[src/rtl/core/xpid_pkg.sv]
// Package for the inbound deframer: packet kinds, header constants and the
// per-packet summary record passed between pipeline stages.
// No dependencies.
`default_nettype none

package xpid_pkg;

    localparam logic [1:0] KIND_ERROR = 2'd0;
    localparam logic [1:0] KIND_REPLY = 2'd1;
    localparam logic [1:0] KIND_EVENT = 2'd2;

    localparam logic [7:0] TYPE_ERROR  = 8'd0;
    localparam logic [7:0] TYPE_REPLY  = 8'd1;
    localparam logic [7:0] EXPOSE_CODE = 8'd12;

    localparam int unsigned HEADER_WORDS = 8;
    localparam logic [2:0]  POS_START    = 3'd0;
    localparam logic [2:0]  POS_VALUE    = 3'd1;
    localparam logic [2:0]  POS_OPCODES  = 3'd2;
    localparam logic [2:0]  POS_SIZE     = 3'd3;
    localparam logic [2:0]  POS_LAST     = 3'(HEADER_WORDS - 1);

    localparam logic [15:0] SEQ_WINDOW = 16'h8000;

    typedef struct packed {
        logic [1:0]  kind;
        logic [31:0] seq;
        logic [7:0]  code;
        logic [7:0]  major;
        logic [15:0] minor;
        logic [31:0] value;
        logic        expose;
        logic [15:0] area_w;
        logic [15:0] area_h;
        logic [31:0] payload;
    } xpid_sum_t;

endpackage

`default_nettype wire

[src/rtl/core/x_protocol_inbound_deframer_top.sv]
// Top level of the inbound deframer: framer followed by the context slot
// pipeline. Depends on xpid_pkg, xpid_frm and xpid_slot.
//
// Usage:
//   Input channel (in_valid/in_ready) carries one inbound 32-bit word per item
//   with the current request count. Output channel (out_valid/out_ready)
//   carries one packet summary per finished packet: errors and events at
//   header word 8, replies at their last payload word (or header word 8 when
//   reply length is zero). Other words give no result.
//   Path: from the edge that accepts the packet's last word, a summary passes
//   the framer register, reciprocal multiply, back multiply and correction
//   into the output register, where it appears on out_valid.
//   Throughput: one word per cycle while in_ready is high; every stage advances
//   independently, so bubbles are filled and words keep entering while a summary waits.
//   Receiver stall: out_valid and fields hold; stages fill up, then in_ready
//   drops once the framer register is full and cannot move.
//   Reset: asynchronous active low; framer expects a packet start, all
//   payload counters and stage valid bits clear.
`default_nettype none

module x_protocol_inbound_deframer_top #(
    parameter int unsigned CONTEXT_SLOTS = 256
) (
    input  logic        clk,
    input  logic        rst_n,
    input  logic        in_valid,
    output logic        in_ready,
    input  logic [31:0] stream_word,
    input  logic [31:0] request_count,
    output logic        out_valid,
    input  logic        out_ready,
    output logic [1:0]  packet_kind,
    output logic [31:0] full_sequence,
    output logic [7:0]  context_slot,
    output logic [7:0]  detail_code,
    output logic [7:0]  failed_major,
    output logic [15:0] failed_minor,
    output logic [31:0] value_or_window,
    output logic        is_expose,
    output logic [15:0] area_width,
    output logic [15:0] area_height,
    output logic [31:0] payload_words
);
    import xpid_pkg::*;

    logic      sum_valid;
    logic      sum_ready;
    xpid_sum_t sum;
    xpid_sum_t out_rec;

    xpid_frm u_frm (
        .clk           (clk),
        .rst_n         (rst_n),
        .in_valid      (in_valid),
        .in_ready      (in_ready),
        .stream_word   (stream_word),
        .request_count (request_count),
        .sum_valid     (sum_valid),
        .sum_ready     (sum_ready),
        .sum           (sum)
    );

    xpid_slot #(
        .CONTEXT_SLOTS (CONTEXT_SLOTS)
    ) u_slot (
        .clk       (clk),
        .rst_n     (rst_n),
        .sum_valid (sum_valid),
        .sum_ready (sum_ready),
        .sum       (sum),
        .out_valid (out_valid),
        .out_ready (out_ready),
        .out_rec   (out_rec),
        .out_slot  (context_slot)
    );

    assign packet_kind     = out_rec.kind;
    assign full_sequence   = out_rec.seq;
    assign detail_code     = out_rec.code;
    assign failed_major    = out_rec.major;
    assign failed_minor    = out_rec.minor;
    assign value_or_window = out_rec.value;
    assign is_expose       = out_rec.expose;
    assign area_width      = out_rec.area_w;
    assign area_height     = out_rec.area_h;
    assign payload_words   = out_rec.payload;

    a_ready_when_drained: assert property (@(posedge clk) disable iff (!rst_n)
        !out_valid |-> in_ready)
        else $error("in_ready low with empty output register");

    a_kind_legal: assert property (@(posedge clk) disable iff (!rst_n)
        out_valid |-> (packet_kind == KIND_ERROR || packet_kind == KIND_REPLY ||
                       packet_kind == KIND_EVENT))
        else $error("illegal packet kind on output");

    a_event_no_seq: assert property (@(posedge clk) disable iff (!rst_n)
        out_valid && packet_kind == KIND_EVENT |-> full_sequence == 32'd0 &&
                                                   context_slot == 8'd0)
        else $error("event carries a sequence or slot");

    a_slot_range: assert property (@(posedge clk) disable iff (!rst_n)
        out_valid |-> 32'(context_slot) < 32'(CONTEXT_SLOTS))
        else $error("context slot out of range");

endmodule

`default_nettype wire

[src/rtl/core/xpid_frm.sv]
// Packet framer: header position counter, reply payload counter, held header
// fields and sequence unwrap; registers one summary per finished packet.
// Depends on xpid_pkg.
`default_nettype none

module xpid_frm (
    input  logic              clk,
    input  logic              rst_n,
    input  logic              in_valid,
    output logic              in_ready,
    input  logic [31:0]       stream_word,
    input  logic [31:0]       request_count,
    output logic              sum_valid,
    input  logic              sum_ready,
    output xpid_pkg::xpid_sum_t sum
);
    import xpid_pkg::*;

    logic [2:0]  pos_reg,  pos_next;
    logic [31:0] rem_reg,  rem_next;
    logic [1:0]  kind_reg, kind_next;
    logic [15:0] seq_reg,  seq_next;
    logic [7:0]  code_reg, code_next;
    logic [23:0] opc_reg,  opc_next;
    logic [31:0] val_reg,  val_next;
    logic [31:0] size_reg, size_next;
    logic [31:0] len_reg,  len_next;
    logic        s1_v_reg;
    xpid_sum_t   s1_rec_reg;
    xpid_sum_t   rec;
    logic        accept;
    logic        emit;
    logic [7:0]  type_b;

    function automatic logic [31:0] unwrap(input logic [31:0] ref_cnt,
                                           input logic [15:0] wseq);
        logic [15:0] lo;
        logic [15:0] hi;
        lo = ref_cnt[15:0];
        hi = ref_cnt[31:16];
        if (wseq < lo)
        begin
            if ((lo - wseq) > SEQ_WINDOW)
            begin
                hi = hi + 16'd1;
            end
        end
        else if ((wseq - lo) > SEQ_WINDOW)
        begin
            hi = hi - 16'd1;
        end
        return {hi, wseq};
    endfunction

    assign in_ready  = !s1_v_reg || sum_ready;
    assign accept    = in_valid && in_ready;
    assign type_b    = stream_word[7:0];
    assign sum_valid = s1_v_reg;
    assign sum       = s1_rec_reg;

    always_comb
    begin
        pos_next  = pos_reg;
        rem_next  = rem_reg;
        kind_next = kind_reg;
        seq_next  = seq_reg;
        code_next = code_reg;
        opc_next  = opc_reg;
        val_next  = val_reg;
        size_next = size_reg;
        len_next  = len_reg;
        emit      = 1'b0;
        if (rem_reg != 32'd0)
        begin
            rem_next = rem_reg - 32'd1;
            emit     = (rem_reg == 32'd1);
        end
        else
        begin
            case (pos_reg)
                POS_START:
                begin
                    if (type_b == TYPE_ERROR)
                    begin
                        kind_next = KIND_ERROR;
                        code_next = stream_word[15:8];
                    end
                    else if (type_b == TYPE_REPLY)
                    begin
                        kind_next = KIND_REPLY;
                        code_next = 8'd0;
                    end
                    else
                    begin
                        kind_next = KIND_EVENT;
                        code_next = {1'b0, type_b[6:0]};
                    end
                    seq_next  = stream_word[31:16];
                    opc_next  = 24'd0;
                    val_next  = 32'd0;
                    size_next = 32'd0;
                    len_next  = 32'd0;
                end
                POS_VALUE:
                begin
                    if (kind_reg == KIND_REPLY)
                        len_next = stream_word;
                    else
                        val_next = stream_word;
                end
                POS_OPCODES:
                begin
                    if (kind_reg == KIND_ERROR)
                        opc_next = stream_word[23:0];
                end
                POS_SIZE:
                begin
                    if (kind_reg == KIND_EVENT)
                        size_next = stream_word;
                end
                default:
                begin
                end
            endcase
            if (pos_reg == POS_LAST)
            begin
                pos_next = POS_START;
                if (kind_reg == KIND_REPLY && len_reg != 32'd0)
                    rem_next = len_reg;
                else
                    emit = 1'b1;
            end
            else
            begin
                pos_next = pos_reg + 3'd1;
            end
        end
    end

    // summary from held fields; the completing word never changes them
    always_comb
    begin
        rec      = '0;
        rec.kind = kind_reg;
        if (kind_reg == KIND_EVENT)
        begin
            rec.code = code_reg;
            if (code_reg == EXPOSE_CODE)
            begin
                rec.expose = 1'b1;
                rec.value  = val_reg;
                rec.area_w = size_reg[15:0];
                rec.area_h = size_reg[31:16];
            end
        end
        else
        begin
            rec.seq = unwrap(request_count, seq_reg);
            if (kind_reg == KIND_ERROR)
            begin
                rec.code  = code_reg;
                rec.minor = opc_reg[15:0];
                rec.major = opc_reg[23:16];
                rec.value = val_reg;
            end
            else
            begin
                rec.payload = len_reg;
            end
        end
    end

    always_ff @(posedge clk or negedge rst_n)
    begin
        if (!rst_n)
        begin
            pos_reg  <= POS_START;
            rem_reg  <= 32'd0;
            kind_reg <= KIND_ERROR;
            seq_reg  <= 16'd0;
            code_reg <= 8'd0;
            opc_reg  <= 24'd0;
            val_reg  <= 32'd0;
            size_reg <= 32'd0;
            len_reg  <= 32'd0;
            s1_v_reg <= 1'b0;
        end
        else
        begin
            if (accept)
            begin
                pos_reg  <= pos_next;
                rem_reg  <= rem_next;
                kind_reg <= kind_next;
                seq_reg  <= seq_next;
                code_reg <= code_next;
                opc_reg  <= opc_next;
                val_reg  <= val_next;
                size_reg <= size_next;
                len_reg  <= len_next;
            end
            if (in_ready)
                s1_v_reg <= accept && emit;
        end
    end

    always_ff @(posedge clk)
    begin
        if (accept && emit)
            s1_rec_reg <= rec;
    end

endmodule

`default_nettype wire

[src/rtl/core/xpid_slot.sv]
// Context slot pipeline: sequence modulo slot count by reciprocal multiply,
// back multiply and one correction, ending in the output register.
// Depends on xpid_pkg.
`default_nettype none

module xpid_slot #(
    parameter int unsigned CONTEXT_SLOTS = 256
) (
    input  logic                clk,
    input  logic                rst_n,
    input  logic                sum_valid,
    output logic                sum_ready,
    input  xpid_pkg::xpid_sum_t sum,
    output logic                out_valid,
    input  logic                out_ready,
    output xpid_pkg::xpid_sum_t out_rec,
    output logic [7:0]          out_slot
);
    import xpid_pkg::*;

    localparam int unsigned RW = $clog2(CONTEXT_SLOTS) + 1;
    localparam logic [31:0]  RECIP  = 32'((64'd1 << 32) / CONTEXT_SLOTS);
    localparam logic [31:0]  SLOTS  = 32'(CONTEXT_SLOTS);
    localparam logic [RW-1:0] SLOTS_R = RW'(CONTEXT_SLOTS);

    logic        p1_v_reg;
    logic        p2_v_reg;
    logic        o_v_reg;
    xpid_sum_t   p1_rec_reg;
    xpid_sum_t   p2_rec_reg;
    xpid_sum_t   o_rec_reg;
    logic [31:0] p1_q_reg;
    logic [31:0] p2_qc_reg;
    logic [7:0]  o_slot_reg;
    logic        o_rdy;
    logic        p2_rdy;
    logic        p1_rdy;
    logic [63:0] prod_q;
    logic [63:0] prod_qc;
    logic [31:0] diff;
    logic [RW-1:0] rem;
    logic [RW-1:0] rem_fix;
    logic [31:0] rem_ext;

    assign o_rdy     = !o_v_reg || out_ready;
    assign p2_rdy    = !p2_v_reg || o_rdy;
    assign p1_rdy    = !p1_v_reg || p2_rdy;
    assign sum_ready = p1_rdy;

    // quotient estimate is exact or one low
    assign prod_q  = {32'd0, sum.seq} * {32'd0, RECIP};
    assign prod_qc = {32'd0, p1_q_reg} * {32'd0, SLOTS};
    assign diff    = p2_rec_reg.seq - p2_qc_reg;
    assign rem     = diff[RW-1:0];
    assign rem_fix = (rem >= SLOTS_R) ? rem - SLOTS_R : rem;
    assign rem_ext = 32'(rem_fix);

    assign out_valid = o_v_reg;
    assign out_rec   = o_rec_reg;
    assign out_slot  = o_slot_reg;

    always_ff @(posedge clk or negedge rst_n)
    begin
        if (!rst_n)
        begin
            p1_v_reg <= 1'b0;
            p2_v_reg <= 1'b0;
            o_v_reg  <= 1'b0;
        end
        else
        begin
            if (p1_rdy)
                p1_v_reg <= sum_valid;
            if (p2_rdy)
                p2_v_reg <= p1_v_reg;
            if (o_rdy)
                o_v_reg <= p2_v_reg;
        end
    end

    always_ff @(posedge clk)
    begin
        if (p1_rdy && sum_valid)
        begin
            p1_rec_reg <= sum;
            p1_q_reg   <= prod_q[63:32];
        end
        if (p2_rdy && p1_v_reg)
        begin
            p2_rec_reg <= p1_rec_reg;
            p2_qc_reg  <= prod_qc[31:0];
        end
        if (o_rdy && p2_v_reg)
        begin
            o_rec_reg  <= p2_rec_reg;
            o_slot_reg <= rem_ext[7:0];
        end
    end

endmodule

`default_nettype wire
[config.mk]
export PLATFORM = sky130hd
export DESIGN_NAME = x_protocol_inbound_deframer_top
export DESIGN_NICKNAME = d
export VERILOG_FILES = /design/src/rtl/core/xpid_pkg.sv /design/src/rtl/core/x_protocol_inbound_deframer_top.sv /design/src/rtl/core/xpid_frm.sv /design/src/rtl/core/xpid_slot.sv
export SDC_FILE = /design/constraint.sdc
export NUM_CORES = 1
export LEC_CHECK = 0
export CORE_MARGIN = 5
export CORE_UTILIZATION = 30
export CTS_BUF_LIST = sky130_fd_sc_hd__clkbuf_4
export DETAILED_ROUTE_END_ITERATION = 10
export DONT_BUFFER_PORTS = 1
export HOLD_SLACK_MARGIN = 0.03
export PLACE_DENSITY = 0.51
export REMOVE_ABC_BUFFERS = 1
export SETUP_SLACK_MARGIN = 0.05
export SLEW_MARGIN = 30
export SYNTH_ARGS = -nofsm -noshare
export SYNTH_HDL_FRONTEND = slang
export SYNTH_HIERARCHICAL = 1
export SYNTH_SLANG_ARGS = --single-unit
[constraint.sdc]
create_clock -name clk -period 17.5 [get_ports clk]
set_input_delay 3.5 -clock clk [delete_from_list [all_inputs] [get_ports clk]]
set_output_delay 3.5 -clock clk [all_outputs]
set_load 0.01 [all_outputs]
# ---- Yosys cells after proc, flatten, opt, wreduce, memory -nomap -nowiden
# Cells that the tools add are included.
dict set report op_classes {
  n_addsub 8
  order_cmp 4
  n_eq_ne 13
  mux 27
  bitwise 2
  n_reduce_logical 34
}
# op count
set ops {}
lappend ops {{$mux 32} 7}
lappend ops {{$pmux 32 s2} 3}
lappend ops {{$mux 65} 1}
lappend ops {{$mux 64} 1}
lappend ops {{$reduce_bool 32->1} 2}
lappend ops {{$mux 16} 3}
lappend ops {{$pmux 24 s2} 1}
lappend ops {{$eq 32x1->1 const B} 1}
lappend ops {{$gt 16x16->1 const B} 2}
lappend ops {{$sub 16x16->16} 2}
lappend ops {{$sub 32x1->32 const B} 1}
lappend ops {{$mux 24} 1}
lappend ops {{$mux 8} 3}
lappend ops {{$add 16x1->16 const B} 1}
lappend ops {{$lt 16x16->1} 1}
lappend ops {{$reduce_and 4->1} 4}
lappend ops {{$sub 16x1->16 const B} 1}
lappend ops {{$reduce_bool 2->1} 5}
lappend ops {{$ge 9x9->1 const B} 1}
lappend ops {{$sub 9x9->9} 1}
lappend ops {{$eq 8x1->1 const B} 1}
lappend ops {{$eq 8x4->1 const B} 1}
lappend ops {{$logic_not 8->1} 1}
lappend ops {{$sub 8x1->8 const B} 1}
lappend ops {{other kinds (21)} 42}
dict set report totals {
  register_bits 847
  inputBits 68
  elab_cells 144
}

# ---- Longest topological paths before layout
dict set report logic_depth {
  depth_word 7
  ltp_mapped 14
  mapped_depth_nobuf 12
}

# ---- Hierarchy
# Netlist, hierarchy kept.
# module n_inst cells_each area_each_um2 seq_area_each_um2
set modules_own_cells {}
lappend modules_own_cells {xpid_frm 1 1619 16450.8 9449.1}
lappend modules_own_cells {xpid_slot 1 509 14889.3 14759.2}

# ---- Worst setup path before layout
# No wires, ideal clock.
dict set report synth_timing {
  path_type {input to register}
  from {input out_ready}
  to {register u_slot/p2_rec_reg[0] (netlist bit) (enable)}
  setup_time_ns 0.730
  arrival_ns 11.202
  required_ns 16.770
  path_slack_ns 5.568
  path_stages 2
  cell_sequence {nor2b_1 a21boi_1}
}
dict set report synth_between {
  elab_chain_len 3
}
# item line
set synth_lines {}
lappend synth_lines {{start: declaration} x_protocol_inbound_deframer_top.sv:31} ;# input logic out_ready,
lappend synth_lines {{$logic_or 1x1->1} xpid_slot.sv:45} ;# assign o_rdy = !o_v_reg || out_ready;
lappend synth_lines {{$logic_or 1x1->1} xpid_slot.sv:46} ;# assign p2_rdy = !p2_v_reg || o_rdy;
lappend synth_lines {{$logic_and 1x1->1} xpid_slot.sv:88} ;# if (p2_rdy && p1_v_reg)
lappend synth_lines {{end signal: assignment} xpid_slot.sv:90} ;# p2_rec_reg <= p1_rec_reg;
lappend synth_lines {{end: declaration} xpid_slot.sv:30} ;# xpid_sum_t p2_rec_reg;
# No other way between the ends.
# A chain may end at the register's enable or synchronous reset.

# ---- Final worst setup path
dict set report layout_timing {
  from {input out_ready}
  to {output in_ready}
}
dict set report layout_between {
  elab_chain_len 4
}
# item line
set layout_lines {}
lappend layout_lines {{$logic_or 1x1->1} xpid_slot.sv:45}
lappend layout_lines {{$logic_or 1x1->1} xpid_slot.sv:46}
lappend layout_lines {{$logic_or 1x1->1} xpid_slot.sv:47} ;# assign p1_rdy = !p1_v_reg || p2_rdy;
lappend layout_lines {{$logic_or 1x1->1} xpid_frm.sv:55} ;# assign in_ready = !s1_v_reg || sum_ready;
lappend layout_lines {{end: declaration} x_protocol_inbound_deframer_top.sv:27} ;# output logic in_ready,
# No other way between the ends.

==> impl_metrics.tcl <==
set metrics [dict create \
    max_stage_delay_ns 0.26 \
    cp_slowest_cell "nand2b_1" \
    n_fill_cell 10200 \
    die_h_um 333 \
    wl_per_cell_um 19.3 \
    worst-path-stages 2 \
    crit_required_ns 14.00 \
    hpwl_um 47900 \
    p_int_uw 3100 \
    leakagePower_uw 0.0129 \
    wirelength_um 73900 \
    synth.most_common_cell "edfxtp_1" \
    finalHoldViolCount 0 \
    p_seq_frac 0.544 \
    antenna_found_initial 2 \
    crit_family "simple AND/OR/NAND/NOR gates" \
    worstHoldPathCells 0 \
    cts.hold.buffers_added 0 \
    cp-start-kind "input pin" \
    insertion_delay_ns 1.08 \
    drc_errors 0 \
    power_frac_clock 0.435 \
    fin_cells 3838 \
    cts_tree "done" \
    crit_chain "nand4b_2 -> nand2b_1" \
    max-vdd-ir-drop_mv 0.0591 \
    clockBufferDepth 3 \
    drv_slew 0 \
    synthesis.area_um2 31300 \
    combPwrFrac 0.021 \
    finalHoldWorstSlack_ns 0.359 \
    firstDrtPassIters 7 \
    dieArea_um2 111000 \
    syn_area_per_cell_um2 14.7 \
    drtIter0Drc 1266 \
    synth_edf_count 652 \
    grt_max_degree 186 \
    rows 118 \
    synthFlopType "edfxtp_1" \
    seq_area_frac_synth 0.772 \
    initial_core_util 0.302 \
    cts.clk_slew.worst_paths_ns 0.06 \
    nNetsFinal 2383 \
    ys_ff_latch 837 \
    netlist_top_cells_area "edfxtp_1, dfrtp_1, nand2_1" \
    synth_cells 2128 \
    end_kind "output pin" \
    numPortBuffers 0 \
    fin_crit_sh 0.427 \
    synth_top_area_share 0.625 \
    fin_setup_tns_ns 0 \
    p_switching_uw 850 \
    rsz0062_at_grt "no" \
    crit_arrival_ns 3.96 \
    post_cts_resized 0 \
    gp_congestion 0.778 \
    critPathKind "input pin to output pin" \
    num_vias 17500 \
    yosysWarnings 6 \
    numCtsBuffers 219 \
    r2r_cells 8 \
    vias_per_cell 4.57 \
    place_ws_ns 10.05 \
    grt_pass1_wl_um 110000 \
    power_density_nw_per_um2 110 \
    period_needed_ns 7.46 \
    core_area_um2 104000 \
    swShare 0.215 \
    cap_viol_max_count 0 \
    regArea_um2 24200 \
    die_x_um 333 \
    synth_common_cells "edfxtp_1, nand2_1, dfrtp_1" \
    status "complete, no violations" \
    finalSetupViolCount 0 \
    postCtsSetupBuffers 0 \
    hp-class "flop to flop" \
    final_antenna_net_count 0 \
    finClkSkew_ns 0.0725 \
    grt_pass1_vias 17600 \
    crit_path_max_fanout 4 \
    multi_input_area_um2 6570 \
    drive_gt1_frac 0.180 \
    max_freq_ghz 0.134 \
    yosysTopAreaCell "edfxtp_1" \
    tightest_slew_ns 0.922 \
    htreeDepth 4 \
    grt_use_total 0.131 \
    globalRouteOverflowTotal 0 \
    dp_cells 3431 \
    setup_slack_ns 10.04 \
    cts.sinks 837 \
    ys_async_sr_fraction 0.221 \
    slew_headroom 0.385 \
    synth_cell_types 72 \
    io_pins 241 \
    areaGrowthSynthToFinish_pct 14.5 \
    root_buffer "clkbuf_4" \
    crit_buf_inv 0 \
]
## area by class of cell
type | count | share of cell area
inverter | 57 | 0.00596
sequential | 837 | 0.675
clock buffer | 349 | 0.0730
timing repair buffer | 22 | 0.00593
clock inverter | 49 | 0.00858
multi-input combinational | 1135 | 0.183
antenna | 9 | 0.000628
tap | 1380 | 0.0481
## stage by stage
| step | power, µW | utilization | area (µm²) |
|---|---|---|---|
| after CTS | 4030 | 0.346 | 35900 |
| after global routing | 4150 | 0.346 | 35900 |
| final | 3950 | 0.346 | 35900 |
| after detailed placement | 2270 | 0.318 | 32900 |
| after global placement | 2260 | 0.317 | 32800 |
| after floorplan | 2250 | - | 30900 |
## metal layers
layer,routed length [µm],track usage
met5,0,0
met1,30500,0.159
met2,34600,0.205
met3,7010,0.0559
met4,1800,0.0546
## cells by family (layout without fill, tap and decap cells)
logic type	Yosys count	count (layout)	share of synthesized area
other	0	9	0
AOI/OAI and AO/OA	376	376	0.0696
muxes	28	28	0.00962
DFF	837	837	0.772
adders and majority gates	43	43	0.0174
buffers and inverters	156	477	0.0210
and+or+nand+nor	683	683	0.109
xor gates and xnor gates	5	5	0.00140
## cells in the final DEF, fill, tap and decap left out, types with 5 or more instances in the layout
cell type / count
o21a_1: 8
nor3b_1: 5
buf_4: 19
a31oi_1: 10
mux2i_1: 11
and3_1: 7
inv_1: 57
diode_2: 9
a21oi_1: 79
nor3_1: 37
clkinv_2: 7
a22oi_1: 5
nor2_1: 63
nand3_1: 21
or2_2: 5
clkinv_1: 31
a211oi_1: 11
o22ai_1: 6
clkbuf_4: 349
o2111ai_1: 5
mux2_2: 17
nor4_1: 33
o211ai_1: 7
o21ai_0: 166
nand2_1: 296
o21ai_1: 32
ha_1: 41
and2_1: 93
or3_1: 9
dfrtp_1: 185
nand4_1: 13
or4_1: 5
a21o_1: 8
edfxtp_1: 652
nand2b_1: 18
nor2b_1: 48
## power groups by stage
stage,clock network (µW),registers [µW],logic (µW)
detailed placement,0,2190,81.8
CTS,1810,2150,82.1
finish,1720,2150,82.7
global placement,0,2190,77.9
global route,1910,2150,93.1
floorplan,0,2180,62.2
## final timing paths
kind / startpoint / end / slack, ns
max in group asynchronous: rst_n / u_frm/seq_reg[2]$_DFFE_PN0P_ / 14.73
max reg2reg: u_frm/rem_reg[24]$_DFFE_PN0P_ / u_frm/sum[82]$_DFFE_PP_ / 12.81
min reg2reg: u_frm/sum[36]$_SDFFCE_PN0P_ / u_slot/p1_rec_reg[36]$_DFFE_PP_ / 0.36
max: out_ready / in_ready / 10.04
min: u_frm/sum[36]$_SDFFCE_PN0P_ / u_slot/p1_rec_reg[36]$_DFFE_PP_ / 0.36
min in group asynchronous: rst_n / u_frm/size_reg[27]$_DFFE_PN0P_ / 2.17
Power figures use the tool's default switching activity.
